--- config.mk ---
export PLATFORM = sky130hd
export DESIGN_NAME = masked_image_diff_accumulator
export DESIGN_NICKNAME = d
export VERILOG_FILES = /design/src/rtl/core/mida_pkg.sv /design/src/rtl/core/mida_front.sv /design/src/rtl/core/mida_queue.sv /design/src/rtl/core/mida_div.sv /design/src/rtl/core/mida_back.sv /design/src/rtl/core/masked_image_diff_accumulator.sv
export SDC_FILE = /design/constraint.sdc
export NUM_CORES = 1
export LEC_CHECK = 0
export ABC_CLOCK_PERIOD_IN_PS = 10270
export BUFFER_PORTS_ARGS = -buffer_cell sky130_fd_sc_hd__buf_2
export CAP_MARGIN = 10
export CORE_ASPECT_RATIO = 1.75
export CORE_MARGIN = 1
export CORE_UTILIZATION = 62
export CTS_CLUSTER_SIZE = 14
export DETAILED_ROUTE_END_ITERATION = 6
export PLACE_DENSITY = 0.81
export SYNTH_ARGS = -nofsm -noshare
export SYNTH_HDL_FRONTEND = slang
export SYNTH_SLANG_ARGS = --single-unit
--- constraint.sdc ---
create_clock -name clk -period 10.27 [get_ports clk]
set_clock_uncertainty 0.15 [all_clocks]
set_input_delay 2.054 -clock clk [delete_from_list [all_inputs] [get_ports clk]]
set_output_delay 2.054 -clock clk [all_outputs]
set_load 0.02 [all_outputs]
--- src/rtl/core/mida_pkg.sv ---
`timescale 1ns / 1ps
package mida_pkg;

  localparam int CHAN_W      = 8;
  localparam int RATIO_W     = 17;
  localparam int COUNT_W     = 25;
  localparam int SUM_W       = 32;
  localparam int QUEUE_DEPTH = 4;
  localparam int QPTR_W      = $clog2(QUEUE_DEPTH);

  localparam logic [RATIO_W-1:0] Q16_ONE = 17'h10000;

  typedef enum logic [1:0] {
    CFG_THRESHOLD   = 2'd0,
    CFG_RATIO_LIMIT = 2'd1,
    CFG_BG_ENABLE   = 2'd2,
    CFG_BG_COLOR    = 2'd3
  } cfg_index_t;

  typedef struct packed {
    logic [CHAN_W-1:0] cheb;
    logic              surface;
    logic              above;
    logic              final_flag;
  } item_t;

  typedef struct packed {
    logic               start;
    logic [SUM_W-1:0]   sum;
    logic [COUNT_W-1:0] count;
  } div_req_t;

  typedef enum logic [2:0] {
    ST_ACC,
    ST_SURF_GO,
    ST_SURF_WAIT,
    ST_FULL_GO,
    ST_FULL_WAIT,
    ST_EMIT
  } back_state_t;

  function automatic logic [CHAN_W-1:0] abs_diff(input logic [CHAN_W-1:0] a,
                                                 input logic [CHAN_W-1:0] b);
    return (a > b) ? (a - b) : (b - a);
  endfunction

endpackage

--- src/rtl/core/mida_front.sv ---
`timescale 1ns / 1ps
module mida_front (
  input  logic [7:0]      ref_red,
  input  logic [7:0]      ref_green,
  input  logic [7:0]      ref_blue,
  input  logic [7:0]      ref_alpha,
  input  logic [7:0]      test_red,
  input  logic [7:0]      test_green,
  input  logic [7:0]      test_blue,
  input  logic [7:0]      test_alpha,
  input  logic            final_pixel,
  input  logic [7:0]      channel_threshold,
  input  logic            background_enable,
  input  logic [31:0]     background_color,
  output mida_pkg::item_t item
);
  import mida_pkg::*;

  logic              transparent;
  logic              masked;
  logic              surface;
  logic [CHAN_W-1:0] d_r, d_g, d_b, d_a, m_rg, m_ba, dmax;

  assign transparent = (ref_alpha == '0) && (test_alpha == '0);
  assign masked = background_enable &&
                  ({ref_red, ref_green, ref_blue, ref_alpha} == background_color) &&
                  ({test_red, test_green, test_blue, test_alpha} == background_color);
  assign surface = !transparent && !masked;

  assign d_r  = abs_diff(ref_red,   test_red);
  assign d_g  = abs_diff(ref_green, test_green);
  assign d_b  = abs_diff(ref_blue,  test_blue);
  assign d_a  = abs_diff(ref_alpha, test_alpha);
  assign m_rg = (d_r > d_g) ? d_r : d_g;
  assign m_ba = (d_b > d_a) ? d_b : d_a;
  assign dmax = (m_rg > m_ba) ? m_rg : m_ba;

  always_comb begin
    item.cheb       = surface ? dmax : '0;
    item.surface    = surface;
    item.above      = surface && (dmax > channel_threshold);
    item.final_flag = final_pixel;
  end

endmodule

--- src/rtl/core/mida_queue.sv ---
`timescale 1ns / 1ps
module mida_queue (
  input  logic            clk,
  input  logic            rst,
  input  logic            wr_en,
  input  mida_pkg::item_t wr_item,
  output logic            full,
  input  logic            rd_en,
  output mida_pkg::item_t rd_item,
  output logic            not_empty
);
  import mida_pkg::*;

  item_t             slots [QUEUE_DEPTH];
  logic [QPTR_W-1:0] wr_ptr;
  logic [QPTR_W-1:0] rd_ptr;
  logic [QPTR_W:0]   fill;
  logic              do_wr, do_rd;

  assign full      = (fill == (QPTR_W+1)'(QUEUE_DEPTH));
  assign not_empty = (fill != '0);
  assign do_wr     = wr_en && !full;
  assign do_rd     = rd_en && not_empty;
  assign rd_item   = slots[rd_ptr];

  always_ff @(posedge clk) begin
    if (rst) begin
      wr_ptr <= '0;
      rd_ptr <= '0;
      fill   <= '0;
    end else begin
      if (do_wr) wr_ptr <= wr_ptr + 1'b1;
      if (do_rd) rd_ptr <= rd_ptr + 1'b1;
      priority if (do_wr && !do_rd) fill <= fill + 1'b1;
      else if (do_rd && !do_wr) fill <= fill - 1'b1;
    end
  end

  always_ff @(posedge clk) begin
    if (do_wr) slots[wr_ptr] <= wr_item;
  end

endmodule

--- src/rtl/core/mida_div.sv ---
`timescale 1ns / 1ps
module mida_div (
  input  logic               clk,
  input  logic               rst,
  input  mida_pkg::div_req_t req,
  output logic               done,
  output logic [16:0]        ratio
);
  import mida_pkg::*;

  localparam int NUM_W  = SUM_W + 16;
  localparam int BASE_W = COUNT_W + 8;
  localparam int DEN_W  = BASE_W + RATIO_W;

  logic [NUM_W-1:0]   rem;
  logic [DEN_W-1:0]   den;
  logic [RATIO_W:0]   quo;
  logic [4:0]         step;
  logic               busy;
  logic               zero_div;
  logic [BASE_W-1:0]  den_base;
  logic               ge;

  // count * 255
  assign den_base = {req.count, 8'b0} - BASE_W'(req.count);
  assign ge       = {{(DEN_W-NUM_W){1'b0}}, rem} >= den;

  always_ff @(posedge clk) begin
    if (rst) begin
      busy <= 1'b0;
      done <= 1'b0;
      step <= '0;
    end else begin
      done <= 1'b0;
      if (req.start) begin
        busy <= 1'b1;
        step <= 5'(RATIO_W);
      end else if (busy) begin
        if (step == '0) begin
          busy <= 1'b0;
          done <= 1'b1;
        end else begin
          step <= step - 1'b1;
        end
      end
    end
  end

  always_ff @(posedge clk) begin
    if (req.start) begin
      rem      <= {req.sum, 16'b0};
      den      <= {den_base, {RATIO_W{1'b0}}};
      quo      <= '0;
      zero_div <= (req.count == '0);
    end else if (busy) begin
      if (ge) rem <= rem - den[NUM_W-1:0];
      quo <= {quo[RATIO_W-1:0], ge};
      den <= den >> 1;
    end
  end

  always_comb begin
    priority if (zero_div) ratio = '0;
    else if (quo[RATIO_W] || (quo[RATIO_W-1:0] > Q16_ONE)) ratio = Q16_ONE;
    else ratio = quo[RATIO_W-1:0];
  end

endmodule

--- src/rtl/core/mida_back.sv ---
`timescale 1ns / 1ps
module mida_back #(
  parameter int PIXEL_COUNT_BITS = 24
) (
  input  logic            clk,
  input  logic            rst,
  input  logic            q_valid,
  input  mida_pkg::item_t q_item,
  output logic            q_pop,
  input  logic [16:0]     surface_ratio_limit,
  output logic            empty,
  input  logic            pop,
  output logic [7:0]      distance,
  output logic            is_surface,
  output logic            done_res,
  output logic [16:0]     surface_ratio,
  output logic [16:0]     full_ratio,
  output logic [24:0]     surface_total,
  output logic            images_differ
);
  import mida_pkg::*;

  localparam logic [COUNT_W-1:0] COUNT_LIMIT = (PIXEL_COUNT_BITS >= COUNT_W) ?
      {COUNT_W{1'b1}} : COUNT_W'(64'd1 << PIXEL_COUNT_BITS);

  back_state_t        state, state_next;
  logic [COUNT_W-1:0] surface_count, pixel_count;
  logic [SUM_W-1:0]   distance_sum;
  logic [SUM_W:0]     sum_wide;
  logic [CHAN_W-1:0]  fin_dist;
  logic               fin_surface;
  logic [RATIO_W-1:0] sr;
  logic               out_valid, out_free, take, emit;
  div_req_t           div_req;
  logic               div_done;
  logic [RATIO_W-1:0] div_ratio;

  mida_div u_div (
    .clk   (clk),
    .rst   (rst),
    .req   (div_req),
    .done  (div_done),
    .ratio (div_ratio)
  );

  assign empty    = !out_valid;
  assign out_free = !out_valid || pop;
  assign sum_wide = {1'b0, distance_sum} + (SUM_W+1)'(q_item.cheb);

  always_comb begin
    state_next = state;
    unique case (state)
      ST_ACC:       if (take && q_item.final_flag) state_next = ST_SURF_GO;
      ST_SURF_GO:   state_next = ST_SURF_WAIT;
      ST_SURF_WAIT: if (div_done) state_next = ST_FULL_GO;
      ST_FULL_GO:   state_next = ST_FULL_WAIT;
      ST_FULL_WAIT: if (div_done) state_next = ST_EMIT;
      ST_EMIT:      if (out_free) state_next = ST_ACC;
      default:      state_next = ST_ACC;
    endcase
  end

  always_comb begin
    take          = 1'b0;
    emit          = 1'b0;
    div_req.start = 1'b0;
    div_req.sum   = distance_sum;
    div_req.count = surface_count;
    unique case (state)
      ST_ACC:     take = q_valid && out_free;
      ST_SURF_GO: div_req.start = 1'b1;
      ST_FULL_GO: begin
        div_req.start = 1'b1;
        div_req.count = pixel_count;
      end
      ST_EMIT:    emit = out_free;
      default:    ;
    endcase
    q_pop = take;
  end

  always_ff @(posedge clk) begin
    if (rst) begin
      state         <= ST_ACC;
      out_valid     <= 1'b0;
      surface_count <= '0;
      pixel_count   <= '0;
      distance_sum  <= '0;
    end else begin
      state <= state_next;
      if (take || emit) out_valid <= !(take && q_item.final_flag);
      else if (pop) out_valid <= 1'b0;
      if (take) begin
        if (pixel_count < COUNT_LIMIT) pixel_count <= pixel_count + 1'b1;
        if (q_item.surface && (surface_count < COUNT_LIMIT))
          surface_count <= surface_count + 1'b1;
        if (q_item.above) distance_sum <= sum_wide[SUM_W] ? '1 : sum_wide[SUM_W-1:0];
      end else if (emit) begin
        surface_count <= '0;
        pixel_count   <= '0;
        distance_sum  <= '0;
      end
    end
  end

  always_ff @(posedge clk) begin
    if (take) begin
      fin_dist    <= q_item.cheb;
      fin_surface <= q_item.surface;
    end
    if (state == ST_SURF_WAIT && div_done) sr <= div_ratio;
    if (take && !q_item.final_flag) begin
      distance      <= q_item.cheb;
      is_surface    <= q_item.surface;
      done_res      <= 1'b0;
      surface_ratio <= '0;
      full_ratio    <= '0;
      surface_total <= '0;
      images_differ <= 1'b0;
    end else if (emit) begin
      distance      <= fin_dist;
      is_surface    <= fin_surface;
      done_res      <= 1'b1;
      surface_ratio <= sr;
      full_ratio    <= div_ratio;
      surface_total <= surface_count;
      images_differ <= (sr >= surface_ratio_limit);
    end
  end

endmodule

--- src/rtl/core/masked_image_diff_accumulator.sv ---
`timescale 1ns / 1ps
// Compares a reference and a test RGBA image one pixel pair per word and
// returns one result word per pixel: its Chebyshev distance and whether it
// was compared. Pixels are classified on entry and placed in a four-deep
// queue; the back end accumulates counts and the thresholded distance sum
// and sustains one pixel per cycle while results are popped and no division
// runs. The pixel marked final additionally runs two 18-step restoring
// divisions on one shared divider to form the Q16 surface and full ratios,
// after which the accumulators clear. Configuration writes are accepted every
// cycle and must be issued while no pixel is in flight.
module masked_image_diff_accumulator #(
  parameter int PIXEL_COUNT_BITS = 24
) (
  input  logic        clk,
  input  logic        rst,
  input  logic        push,
  output logic        full,
  input  logic [7:0]  ref_red,
  input  logic [7:0]  ref_green,
  input  logic [7:0]  ref_blue,
  input  logic [7:0]  ref_alpha,
  input  logic [7:0]  test_red,
  input  logic [7:0]  test_green,
  input  logic [7:0]  test_blue,
  input  logic [7:0]  test_alpha,
  input  logic        final_pixel,
  output logic        empty,
  input  logic        pop,
  output logic [7:0]  distance,
  output logic        is_surface,
  output logic        done_res,
  output logic [16:0] surface_ratio,
  output logic [16:0] full_ratio,
  output logic [24:0] surface_total,
  output logic        images_differ,
  input  logic        cfg_valid,
  output logic        cfg_ready,
  input  logic [1:0]  cfg_index,
  input  logic [31:0] cfg_data
);
  import mida_pkg::*;

  logic [7:0]  channel_threshold;
  logic [16:0] surface_ratio_limit;
  logic        background_enable;
  logic [31:0] background_color;
  item_t       in_item, q_item;
  logic        q_valid, q_pop;

  assign cfg_ready = 1'b1;

  always_ff @(posedge clk) begin
    if (rst) begin
      channel_threshold   <= '0;
      surface_ratio_limit <= '0;
      background_enable   <= 1'b0;
      background_color    <= '0;
    end else if (cfg_valid && cfg_ready) begin
      unique case (cfg_index_t'(cfg_index))
        CFG_THRESHOLD:   channel_threshold   <= cfg_data[7:0];
        CFG_RATIO_LIMIT: surface_ratio_limit <= cfg_data[16:0];
        CFG_BG_ENABLE:   background_enable   <= cfg_data[0];
        CFG_BG_COLOR:    background_color    <= cfg_data;
      endcase
    end
  end

  mida_front u_front (
    .ref_red           (ref_red),
    .ref_green         (ref_green),
    .ref_blue          (ref_blue),
    .ref_alpha         (ref_alpha),
    .test_red          (test_red),
    .test_green        (test_green),
    .test_blue         (test_blue),
    .test_alpha        (test_alpha),
    .final_pixel       (final_pixel),
    .channel_threshold (channel_threshold),
    .background_enable (background_enable),
    .background_color  (background_color),
    .item              (in_item)
  );

  mida_queue u_queue (
    .clk       (clk),
    .rst       (rst),
    .wr_en     (push),
    .wr_item   (in_item),
    .full      (full),
    .rd_en     (q_pop),
    .rd_item   (q_item),
    .not_empty (q_valid)
  );

  mida_back #(
    .PIXEL_COUNT_BITS (PIXEL_COUNT_BITS)
  ) u_back (
    .clk                 (clk),
    .rst                 (rst),
    .q_valid             (q_valid),
    .q_item              (q_item),
    .q_pop               (q_pop),
    .surface_ratio_limit (surface_ratio_limit),
    .empty               (empty),
    .pop                 (pop),
    .distance            (distance),
    .is_surface          (is_surface),
    .done_res            (done_res),
    .surface_ratio       (surface_ratio),
    .full_ratio          (full_ratio),
    .surface_total       (surface_total),
    .images_differ       (images_differ)
  );

endmodule

## Yosys cells after proc, flatten, opt, wreduce, memory -nomap -nowiden

Memories as Yosys holds them, arrays and structs flattened. A register that Yosys moved wholly into a read port is not among the register bits.
Cells that the tools add are included.

| word-level totals | value |
|---|---|
| register bits | 371 |
| bits in writable memories | 44 |
| input bits | 104 |
| output and inout port bits | 73 |
| word-level logic and storage cells | 190 |
| memories kept | 1 |

| cells by class | value |
|---|---|
| add/sub/neg operators | 18 |
| magnitude comparators | 13 |
| equality and inequality tests | 19 |
| muxes and demuxes | 52 |
| bitwise operators | 2 |
| reduce and logical (&&, ||, !) cells | 53 |

Memory list:

| memory | depth | width | read ports | clocked after memory_dff | wr ports | line | text |
|---|---|---|---|---|---|---|---|
| u_queue.slots | 4 | 11 | 1 | 1 | 1 | mida_queue.sv:14 | `item_t slots [QUEUE_DEPTH];` |

Operator list:

| kind | count |
|---|---|
| $mux W25 | 6 |
| $mux W48 | 3 |
| $mux W32 | 4 |
| $mux W50 | 2 |
| $mux W8 | 10 |
| $eq A32 B32 Y1 | 2 |
| $gt A8 B8 Y1 | 8 |
| $sub A8 B8 Y8 | 8 |
| $add A25 B1 Y25 const B | 2 |
| $ge A48 B50 Y1 | 1 |
| $lt A25 B25 Y1 const B | 2 |
| $sub A48 B48 Y48 | 1 |
| $mux W17 | 2 |
| $add A32 B8 Y33 | 1 |
| $sub A33 B25 Y33 | 1 |
| $logic_not A25 Y1 | 1 |
| $reduce_and A2 Y1 | 11 |
| $mux W3 | 6 |
| $pmux W3 S6 | 1 |
| $ge A17 B17 Y1 | 1 |
| $gt A17 B17 Y1 const B | 1 |
| $logic_not A8 Y1 | 2 |
| $mux W5 | 3 |
| $logic_and A1 B1 Y1 | 14 |
| other kinds (24) | 64 |

## Logic depth before layout (Yosys ltp)

| logic depth | value |
|---|---|
| depth after elaboration | 8 |
| mapped depth | 38 |

## Modules after synthesis

Synthesis repeated with hierarchy kept, for this count alone.

| second synthesis, totals | value |
|---|---|
| cells, all modules | 3098 |
| area, all modules | 27503.9 sq um |

Modules (own cells, without submodules):

| module | instances | cells an instance | area an instance (sq um) | sequential area each (sq um) |
|---|---|---|---|---|
| mida_div | 1 | 1150 | 9789.4 | 3143.0 |
| mida_back | 1 | 988 | 8663.3 | 3993.8 |
| mida_front | 1 | 625 | 4531.8 | 0.0 |
| masked_image_diff_accumulator | 1 | 230 | 2462.4 | 1161.1 |
| mida_queue | 1 | 105 | 2057.0 | 1501.4 |

## Least setup slack after synthesis

OpenSTA, ideal clock, no wires.

| path | value |
|---|---|
| kind | input to register |
| from | input port ref_red[0] |
| to | memory u_queue.slots[0][1] (netlist name) (data pin) |
| arrival | 8.264 ns |
| data required time | 9.845 ns |
| path slack | 1.580 ns |
| stages on the path | 35 |
| cells stage by stage | inv_1 > ha_1 > inv_1 > fa_1 > a21o_1 > a21o_1 > a21oi_1 > or2_1 > mux2_2 > a221oi_1 > xnor2_1 > ha_1 > nand4_1 > o21bai_1 > a21o_1 > buf_1 > nor2_1 > a21oi_1 > ha_1 > nor2b_1 > o21a_1 > o21a_1 > o21ai_1 > a21oi_1 > o31ai_1 > clkbuf_1 > nand2b_1 > nand2_1 > ha_1 > a21o_1 > a21o_1 > a21oi_1 > o21ai_0 > o21ai_0 > nor2_1 |

RTL lines:

| item | line | text |
|---|---|---|
| start, declared | masked_image_diff_accumulator.sv:18 | `input logic [7:0] ref_red,` |
| end, declared | mida_queue.sv:14 |  |

==> impl_metrics.prom <==
# TYPE chip_impl_metric gauge
chip_impl_metric{name="setup.reg_to_reg.worst_slack",unit="ps"} 5730
chip_impl_metric{name="synth.lib_cells_used.distinct",unit=""} 100
chip_impl_metric{name="grt_use_total",unit="%"} 35.8
chip_impl_metric{name="syn_nets",unit=""} 3328
chip_impl_metric{name="tightest_slew",unit="ps"} 1230
chip_impl_metric{name="initial_utilization",unit="%"} 62.9
chip_impl_metric{name="ff2ff_path_depth",unit=""} 11
chip_impl_info{name="violations",value="DRC"} 1
chip_impl_metric{name="via_count_of_the_first_global_routing_pass",unit=""} 22785
chip_impl_info{name="synth_top_family_by_area",value="compound AO/OA/AOI/OAI gates"} 1
chip_impl_info{name="end_kind",value="flop"} 1
chip_impl_info{name="clock_tree.root_cell",value="clkbuf_16"} 1
chip_impl_metric{name="fin_area",unit="um2"} 28700
chip_impl_metric{name="crit_path_max_incr_delay",unit="ps"} 410
chip_impl_info{name="synth.area.top_cells",value="dfxtp_1 (21%), edfxtp_1 (17%), ha_1 (9.2%), nand2_1 (5.0%), a21oi_1 (4.2%)"} 1
chip_impl_metric{name="boundaryPins",unit=""} 177
chip_impl_info{name="worstHoldEndpoint",value="u_back.u_div.rem[0]"} 1
chip_impl_metric{name="first_pass_iters",unit=""} 7
chip_impl_metric{name="routed_wire_length_per_instance",unit="um"} 20.7
chip_impl_metric{name="synth_compound_gate_area_share",unit="%"} 17.8
chip_impl_info{name="rr_startpoint",value="u_back.u_div.den[35]"} 1
chip_impl_metric{name="clock_path_buffers",unit=""} 3
chip_impl_metric{name="setup_violations",unit=""} 0
chip_impl_metric{name="slew-limit-headroom",unit="%"} 18.2
chip_impl_metric{name="htreeDepth",unit=""} 2
chip_impl_metric{name="cts.hold.buffers_added",unit=""} 0
chip_impl_metric{name="report.final.slew_viol_count",unit=""} 0
chip_impl_info{name="tritoncts",value="done"} 1
chip_impl_metric{name="synthArstFlopShare",unit="%"} 0
chip_impl_metric{name="antenna_found_initial",unit=""} 1
chip_impl_metric{name="gp_congestion",unit=""} 0.985
chip_impl_metric{name="n_antenna_cell",unit=""} 0
chip_impl_info{name="cp-startpoint",value="ref_red[0]"} 1
chip_impl_metric{name="routed_wl",unit="um"} 76600
chip_impl_metric{name="synth_area",unit="um2"} 26200
chip_impl_metric{name="clock.fmax",unit="MHz"} 114
chip_impl_metric{name="final_period_minus_worst_setup_slack",unit="ps"} 8800
chip_impl_info{name="ys.flop_type",value="dfxtp_1"} 1
chip_impl_metric{name="mean_syn_cell_area",unit="um2"} 8.69
chip_impl_info{name="post-synth-top-area-cell",value="dfxtp_1"} 1
chip_impl_metric{name="grt-ovfl-total",unit=""} 0
chip_impl_metric{name="cts.sinks",unit=""} 417
chip_impl_metric{name="post_synth_inst_count",unit=""} 3021
chip_impl_metric{name="vdd_ir_drop_max",unit="V"} 0.000172
chip_impl_metric{name="route.vias.total",unit=""} 22971
chip_impl_metric{name="flow.area_growth_from_synthesis",unit="%"} 9.26
chip_impl_info{name="worstHoldPathType",value="flop to flop"} 1
chip_impl_metric{name="finalCritPeriodShare",unit="%"} 85.7
chip_impl_info{name="slowest_stage",value="mux2_2"} 1
chip_impl_info{name="worstSetupStartpointType",value="input port"} 1
chip_impl_metric{name="hold_depth",unit=""} 2
chip_impl_metric{name="hold_viol",unit=""} 0
chip_impl_info{name="rsz0062_at_grt",value="false"} 1
chip_impl_metric{name="vias_per_inst",unit=""} 6.21
chip_impl_metric{name="power_density",unit="nW/um2"} 230
chip_impl_metric{name="cts.clk_slew.worst_paths",unit="ps"} 60
chip_impl_metric{name="pin_count_of_the_biggest_net_entering_global_routing",unit=""} 80
chip_impl_metric{name="share_of_final_layout_standard_cells_stronger_than_drive_strength_1",unit="%"} 10.6
chip_impl_metric{name="standard_cell_core_area",unit="um2"} 41700
chip_impl_metric{name="critPathMaxFanout",unit=""} 14
chip_impl_metric{name="timing.critical_path.buf_inv",unit=""} 4
chip_impl_metric{name="synth_edf_count",unit=""} 145
chip_impl_metric{name="synth_top_area_share",unit="%"} 20.8
chip_impl_metric{name="postPlaceCellArea",unit="um2"} 27400
chip_impl_info{name="netlist_top_cells_count",value="nand2_1 (351), dfxtp_1 (272), inv_1 (237), a21oi_1 (222), nor2_1 (217)"} 1
chip_impl_metric{name="cts.repair.resized",unit=""} 0
chip_impl_metric{name="synth-xor-area-share",unit="%"} 5.61
chip_impl_metric{name="clock_latency",unit="ps"} 570
chip_impl_metric{name="post_synth_adder_cell_area",unit="%"} 9.99
chip_impl_metric{name="setup_fix_bufs_post_cts",unit=""} 0
chip_impl_metric{name="synth.ff_latch_count",unit=""} 417
chip_impl_info{name="critical-path-top-delay-family",value="compound AO/OA/AOI/OAI gates"} 1
chip_impl_metric{name="first_iter_violations",unit=""} 1694
chip_impl_metric{name="die-height",unit="um"} 274
chip_impl_metric{name="synth_mux_area_share",unit="%"} 5.76
chip_impl_metric{name="die_area",unit="um2"} 43200
chip_impl_metric{name="power.leakage",unit="nW"} 11.9
chip_impl_metric{name="finalWorstSetupSlack",unit="ps"} 1470
chip_impl_metric{name="max-cap-violations",unit=""} 0
chip_impl_metric{name="drcViolationCount",unit=""} 2
chip_impl_metric{name="buffer_ports.inserted",unit=""} 175
chip_impl_metric{name="number_of_buffers_created_by_cts",unit=""} 39
chip_impl_metric{name="grt_first_pass_wirelength",unit="um"} 119000
chip_impl_metric{name="post-place-ws",unit="ps"} 960
chip_impl_metric{name="nets",unit=""} 3423
chip_impl_metric{name="synth_seq_area_share",unit="%"} 37.3
chip_impl_info{name="min_delay_src",value="u_back.u_div.rem[0]"} 1
chip_impl_metric{name="synthSimpleGateAreaFrac",unit="%"} 17.8
chip_impl_metric{name="route.antenna.remaining_nets",unit=""} 0
chip_impl_metric{name="fin_hold_ws",unit="ps"} 307
chip_impl_metric{name="cp_data_arrival_time",unit="ps"} 8910
chip_impl_info{name="worst_r2r_endpoint",value="u_back.u_div.rem[38]"} 1
chip_impl_metric{name="p_total",unit="W"} 0.00661
chip_impl_metric{name="ys.warnings.count",unit=""} 0
chip_impl_metric{name="std_cell_rows",unit=""} 99
chip_impl_info{name="synthMostInstantiatedCell",value="nand2_1"} 1
chip_impl_metric{name="fillers",unit=""} 3443
chip_impl_metric{name="fp.dieW",unit="um"} 158
chip_impl_metric{name="worstPathRequired",unit="ps"} 10370
chip_impl_metric{name="dp.final_hpwl",unit="um"} 58300
chip_impl_info{name="outcome",value="complete, but fails checks"} 1
chip_impl_info{name="critPathKind",value="input port to flop"} 1
chip_impl_metric{name="tns",unit="ps"} 0
[per-layer routing]
| metal | wire [um] | track usage, % |
|---|---|---|
| met4 | 7060 | 29.4 |
| met2 | 38600 | 63.9 |
| met5 | 16 | 0 |
| met3 | 4160 | 6.40 |
| met1 | 26800 | 35.9 |
[power breakdown]
group          internal (W)  total (W)  switching, W
logic               0.00110    0.00294       0.00184
registers           0.00205    0.00222      0.000163
clock network      0.000799    0.00145      0.000649
[layout make-up]
type | count | area, um2 | area share [%]
multi-input combinational | 2223 | 15000 | 52.3
sequential | 417 | 9800 | 34.2
clock buffer | 61 | 1140 | 3.98
timing repair buffer | 195 | 1030 | 3.59
inverter | 240 | 902 | 3.15
tap | 555 | 694 | 2.42
clock inverter | 10 | 110 | 0.384
[worst min-delay path: cells and delay by family, from the launching register on]
kind	cells	cell delay, ps
DFF	1	310
and+or+nand+nor	1	50
AOI/OAI and AO/OA	1	50
[cells by family after synthesis]
family,Yosys count
AOI/OAI and AO/OA,734
xor gates and xnor gates,168
adders and majority gates,203
buffers and inverters,381
DFF,417
muxes,135
other,1
and+or+nand+nor,982
[worst max-delay path by stage]
stage	to	slack (ps)	cells after the start
after floorplan	u_queue.slots[0][1]	1580	35
after global placement	u_queue.slots[0][1]	1040	35
after detailed placement	u_queue.slots[3][1]	960	35
after CTS	u_queue.slots[0][1]	1530	35
after global routing	u_queue.slots[3][1]	970	34
final	u_queue.slots[1][1]	1470	35
[registers in the layout, summed over array words and instances, names as in the netlist, 18 cells and up, named ones only]
register / flops
u_back.u_div.quo: 18
u_back.surface_count: 25
background_color: 32
u_back.surface_total: 25
u_back.pixel_count: 25
u_back.u_div.den: 50
u_back.u_div.rem: 48
u_queue.slots: 44
u_back.distance_sum: 32
[metrics by stage]
stage,utilization [%],std cells
after floorplan,-,3021
after detailed placement,65.7,3629
final,68.7,3701
after CTS,68.7,3700
after global placement,65.7,3629
after global routing,68.7,3701
[placed cells by master (no fill, tap or decap), types with 15 or more instances in the layout]
cell	netlist	final
nor3_1	42	41
o21ai_0	142	142
buf_2	16	174
inv_1	237	237
buf_4	2	21
a31oi_1	19	19
and2_1	32	32
nor2_1	217	216
ha_1	192	192
nor4_1	24	24
o21ai_1	40	39
and3_1	33	32
edfxtp_1	145	145
nand4_1	59	59
a211oi_1	24	24
a21o_1	62	62
o22ai_1	15	15
o31ai_1	33	33
dfxtp_1	272	271
clkbuf_16	0	40
nor2b_1	26	26
mux2i_1	100	100
o21a_1	20	20
nand3_1	95	94
mux2_2	23	23
a21oi_1	222	222
or3_1	19	19
clkbuf_1	109	15
nand2b_1	20	19
nand2_1	351	351
a22o_1	26	26
xor2_1	72	72
xnor2_1	96	96
(Power assumes the default switching activity.)
